## config.mk

```make
export PLATFORM = sky130hd
export DESIGN_NAME = tea_cell
export DESIGN_NICKNAME = d
export VERILOG_FILES = /design/src/tea_pkg.sv /design/src/tea_cell.sv
export SDC_FILE = /design/constraint.sdc
export NUM_CORES = 1
export LEC_CHECK = 0
export BUFFER_PORTS_ARGS = -buffer_cell sky130_fd_sc_hd__buf_4
export CAP_MARGIN = 20
export CELL_PAD_IN_SITES_DETAIL_PLACEMENT = 1
export CELL_PAD_IN_SITES_GLOBAL_PLACEMENT = 1
export CORE_ASPECT_RATIO = 1.1
export CORE_UTILIZATION = 38
export CTS_CLUSTER_SIZE = 24
export DETAILED_ROUTE_END_ITERATION = 10
export PLACE_DENSITY_LB_ADDON = 0.1
export SETUP_SLACK_MARGIN = 0.02
export SLEW_MARGIN = 10
export SYNTH_ARGS = -nofsm -noshare
export SYNTH_HDL_FRONTEND = slang
export SYNTH_SLANG_ARGS = --single-unit
```

## constraint.sdc

```tcl
create_clock -name clk -period 3.5 [get_ports clk]
set_clock_uncertainty 0.2 [all_clocks]
set_input_delay 0.35 -clock clk [delete_from_list [all_inputs] [get_ports clk]]
set_output_delay 0.35 -clock clk [all_outputs]
set_load 0.02 [all_outputs]
```

## src/tea_pkg.sv

```systemverilog
// Shared types, constants and round functions for the TEA encryption pipeline.
package tea_pkg;

    localparam int WORD_W = 32;
    localparam int CFG_INDEX_W = 8;
    localparam int DEFAULT_ROUNDS = 32;

    localparam logic [WORD_W-1:0] TEA_DELTA = 32'h9E3779B9;

    localparam logic [CFG_INDEX_W-1:0] KEY_WORD0_IDX = 8'd0;
    localparam logic [CFG_INDEX_W-1:0] KEY_WORD1_IDX = 8'd1;
    localparam logic [CFG_INDEX_W-1:0] KEY_WORD2_IDX = 8'd2;
    localparam logic [CFG_INDEX_W-1:0] KEY_WORD3_IDX = 8'd3;

    typedef logic [WORD_W-1:0] tea_word_t;

    typedef struct packed {
        tea_word_t first;
        tea_word_t second;
    } tea_pair_t;

    typedef struct packed {
        tea_word_t word0;
        tea_word_t word1;
        tea_word_t word2;
        tea_word_t word3;
    } tea_key_t;

    // Running sum after round r (counting from zero); only used at elaboration.
    function automatic tea_word_t tea_round_sum(input int unsigned r);
        logic [63:0] prod;
        prod = 64'(TEA_DELTA) * 64'(r + 1);
        return prod[WORD_W-1:0];
    endfunction

    function automatic tea_word_t tea_mix(input tea_word_t w, input tea_word_t sum,
                                          input tea_word_t ka, input tea_word_t kb);
        return ((w << 4) + ka) ^ (w + sum) ^ ((w >> 5) + kb);
    endfunction

endpackage

```

## src/tea_cell.sv

```systemverilog
// One half-round cell of the TEA pipeline with its own stage register.
module tea_cell
    import tea_pkg::*;
#(
    parameter int unsigned ROUND = 0,
    parameter bit SECOND_HALF = 1'b0
)
(
    input  logic      clk,
    input  logic      rst_n,
    input  tea_key_t  key,
    input  logic      up_valid,
    output logic      up_ready,
    input  tea_pair_t up_data,
    output logic      dn_valid,
    input  logic      dn_ready,
    output tea_pair_t dn_data
);

    localparam tea_word_t SUM = tea_round_sum(ROUND);

    logic      valid_reg;
    tea_pair_t data_reg;
    tea_pair_t data_next;

    // The cell can take a request when it is empty or its content moves on.
    assign up_ready = !valid_reg || dn_ready;

    always_comb
    begin
        data_next = up_data;
        if (SECOND_HALF)
        begin
            data_next.second = up_data.second
                             + tea_mix(up_data.first, SUM, key.word2, key.word3);
        end
        else
        begin
            data_next.first = up_data.first
                            + tea_mix(up_data.second, SUM, key.word0, key.word1);
        end
    end

    always_ff @(posedge clk or negedge rst_n)
    begin
        if (!rst_n)
        begin
            valid_reg <= 1'b0;
        end
        else if (up_ready)
        begin
            valid_reg <= up_valid;
        end
    end

    always_ff @(posedge clk)
    begin
        if (up_ready && up_valid)
        begin
            data_reg <= data_next;
        end
    end

    assign dn_valid = valid_reg;
    assign dn_data  = data_reg;

endmodule
```

==> results.toml <==
[cts]
cts_buffer_depth = 2
cts_tree = "built"
htree_levels = 3
cts_root_buf = "clkbuf_16"
path_clk_slew_ns = 0.07
clock_latency_ns = 0.35
cts_inserted_buffers = 9
cts_num_sinks = 65

[routing]
dr_wl_met3_um = 1807
wl_met2_um = 18970
met1_length_um = 14100
totalWireLength_um = 36560
num_vias = 8539
drt-initial-drc-count = 419
dr.pass1.iters = 5
top_layer = "met5"
avgRoutedWirePerCell_um = 24.17
final_antenna_net_count = 0
drc_errors = 0
viasPerCell = 5.644

[synthesis]
synth_nets = 1049
avgSynthCellArea_um2 = 9.504
muxShareOfSynthArea = 0
synthAdderAreaFrac = 0.1603
synthArstFlopShare = 0.01538
synth-edff-count = 64
synth-xor-area-share = 0.2179
synth_top_family_by_area = "compound AO/OA/AOI/OAI gates"
yosys_warnings = 0
yosysUniqueCellTypes = 68
netlist_instances = 762
ys_seq_area_frac = 0.2688
synthesis.area_um2 = 7242
synth_compound_area_frac = 0.2237
synth-seq-cells = 65
synth_simple_gate_area_frac = 0.1158
synth_ff_type = "edfxtp_1"

[timing]
slew_headroom = 0.3636
min_period_ns = 4.651
worst_pin_slew_ns = 0.9546
max_freq_mhz = 215.0
fin_setup_tns_ns = -17.62
timing.final.max_slew_violations = 0
min_period_over_period = 1.329
setup_viol = 23
fin_ws_ns = -1.151
finalHoldViolations = 0
rsz0062_at_grt = "yes"

[setup_path]
worst_setup_path_end_kind = "flip-flop"
cp_top_family = "compound AO/OA/AOI/OAI gates"
crit_chain = "buf_4 -> ha_1 -> a21oi_1 -> o21a_1 -> o21ai_1 -> or3b_1 -> a31oi_2 -> o211ai_1 -> xnor2_1 -> xnor2_1 -> ha_1 -> a21o_1 -> a21o_1 -> a21oi_1 -> nand3_2 -> a311oi_4 -> xnor2_1 -> xnor2_1"
r2r_cells = 3
worst-endpoint-required_ns = 3.41
critPathMaxStageDelay_ns = 0.42
path_common_cell = "xnor2_1"
cp_num_buf_inv = 1
crit_type = "input pin to flip-flop"
cp.depth = 18
cp_max_fo = 5
cp.arrival_ns = 4.56
slowest_stage = "or3b_1"
cp-start-kind = "input pin"

[power_and_ir_drop]
finalPower_mw = 8.214
power_switching_mw = 3.549
p_int_mw = 4.666
combPwrFrac = 0.711
swShare = 0.4320
clkPwrFrac = 0.137
power_density_nw_per_um2 = 672.6
vdd_ir_drop_max_uv = 402.0
power.leakage_nw = 5.555
p_seq_frac = 0.152

[run_status]
violations = "negative setup slack"
status = "finished with violations"

[global_route]
grt_pass1_vias = 8897
overflow = 0
grt_usage = 0.3216
antenna_found_initial = 1
grt_max_degree = 65
grt_pass1_wl_um = 48220

[final_layout]
multi_input_area_um2 = 5736
final_core_util = 0.6586
drive_above_1_share = 0.4780
fin_nets = 1552
n_antenna_cell = 0
register_area_um2 = 1947
fillers = 2070
area_growth_pct = 68.64

[placed_design]
place_congestion = 0.8688
place_ws_ns = -1.418
hpwl_um = 23390
port_buffers = 197

[die]
die_w_um = 133.6
start_util = 0.3906
std_cell_rows = 52
die-area_um2 = 19610
pin_count = 262
core_um2 = 18540
die-height_um = 146.8

[min_path]
hold_depth = 2
min_path_type = "input pin to flip-flop"

[flow_run]
cap_violations = 0
layer usage:
metal  vias up  track usage
li1       3820            -
met1      4222       0.3863
met2       366       0.5938
met3       129      0.03692
met4         2      0.09886
met5         -            0
stage by stage:
step / std cells / instance area [um^2] / hold slack (ns)
floorplan: 762 / 7386 / -0.1456
global route: 1513 / 12210 / 0.007207
global placement: 1466 / 11160 / -0.07439
detailed placement: 1466 / 11160 / -0.07156
finish: 1513 / 12210 / 0.006285
CTS: 1502 / 11880 / 0.001906
cell families (layout without fill, tap and decap cells):
| logic type | count (synthesis) | after routing |
|---|---|---|
| AO/OA/AOI/OAI | 238 | 238 |
| XOR/XNOR | 177 | 177 |
| AND/OR/NAND/NOR | 165 | 165 |
| adder cells (fa/ha/maj) | 91 | 91 |
| flip-flops | 65 | 65 |
| buffers and inverters | 26 | 534 |
power groups by stage:
stage	Sequential, mW	Clock (mW)	Combinational, mW
floorplan	1.49	0	2.32
global placement	1.24	0	4.34
detailed placement	1.25	0	4.53
CTS	1.24	1.12	4.97
global route	1.26	1.15	6.09
finish	1.25	1.12	5.84
sequential cells by signal, indices dropped and copies added (netlist names):
signal	flops
dn_data	64
dn_valid	1
layout by cell type, fill, tap and decap left out, drive strengths merged, types with 3 or more instances in the layout:
cell type / instances
o21a: 10
fa: 3
nor2: 38
o21ai: 45
and4: 4
xor2: 28
nand2: 48
a2111oi: 3
a31o: 4
dlygate4sd3: 3
o21bai: 15
xnor2: 147
o211ai: 7
and2: 8
clkinv: 3
bufinv: 3
edfxtp: 64
and3: 8
clkbuf: 9
or3: 3
a21o: 30
a211oi: 7
inv: 24
buf: 491
nand2b: 8
nand3: 12
ha: 88
a211o: 3
a21boi: 6
nor2b: 10
a31oi: 11
or2: 3
nand4: 3
nor3: 13
a41oi: 3
a21oi: 75
path summary, 6_finish.rpt:
| path | start | to | slack, ns |
|---|---|---|---|
| min in group asynchronous | rst_n | dn_valid | 0.16 |
| min | up_valid | dn_valid | 0.006 |
| max | key[73] | dn_data[63] | -1.15 |
| max in group asynchronous | rst_n | dn_valid | 2.86 |
| max reg2reg | dn_valid | dn_data[20] | 1.49 |
| min reg2reg | dn_valid | dn_valid | 0.37 |
synthesized netlist by cell type, drive strengths merged (3+ instances only):
master   instances  area (um^2)
a21oi           75        390.4
a211o            3        26.28
o21bai          15        112.6
inv             24        90.09
a41oi            3        33.79
nand4            3        18.77
or2              3        18.77
and3             8        50.05
ha              88         1101
nand3           12        65.06
a21boi           6        48.79
nand2b           8        50.05
xnor2          147         1287
xor2            28        245.2
a31o             4        35.04
nor2b           10        62.56
nand2           48        180.2
o21a            10        75.07
fa               3        60.06
a21o            30        225.2
nor3            13        70.07
and4             4        35.03
or3              3        18.77
o211ai           7        52.55
a211oi           7        57.55
o21ai           45        232.7
nor2            38        142.6
a2111oi          3        45.05
and2             8        52.55
edfxtp          64         1922
a31oi           11        68.82
what timing repair did:
action | 4_1_cts | 5_1_grt
hold endpoints to repair | 3 | 0
setup buffers | 19 | 18
pin swaps | 37 | 50
resized for setup | 39 | 55
setup endpoints to repair | 21 | 24
hold buffers | 3 | 0
worst reg2reg max path: cells and delay by family, from the launching register on:
kind	cells	cell delay, ns
simple gates	2	0.28
buf+inv	1	0.73
flops	1	0.38
area by class of cell:
cell class,instances,area share
inverter,24,0.007376
clock buffer,9,0.01844
sequential,65,0.1594
timing repair buffer,494,0.3105
tap,243,0.02489
multi-input combinational,671,0.4696
clock inverter,7,0.009733
Power figures use the tool's default switching activity.
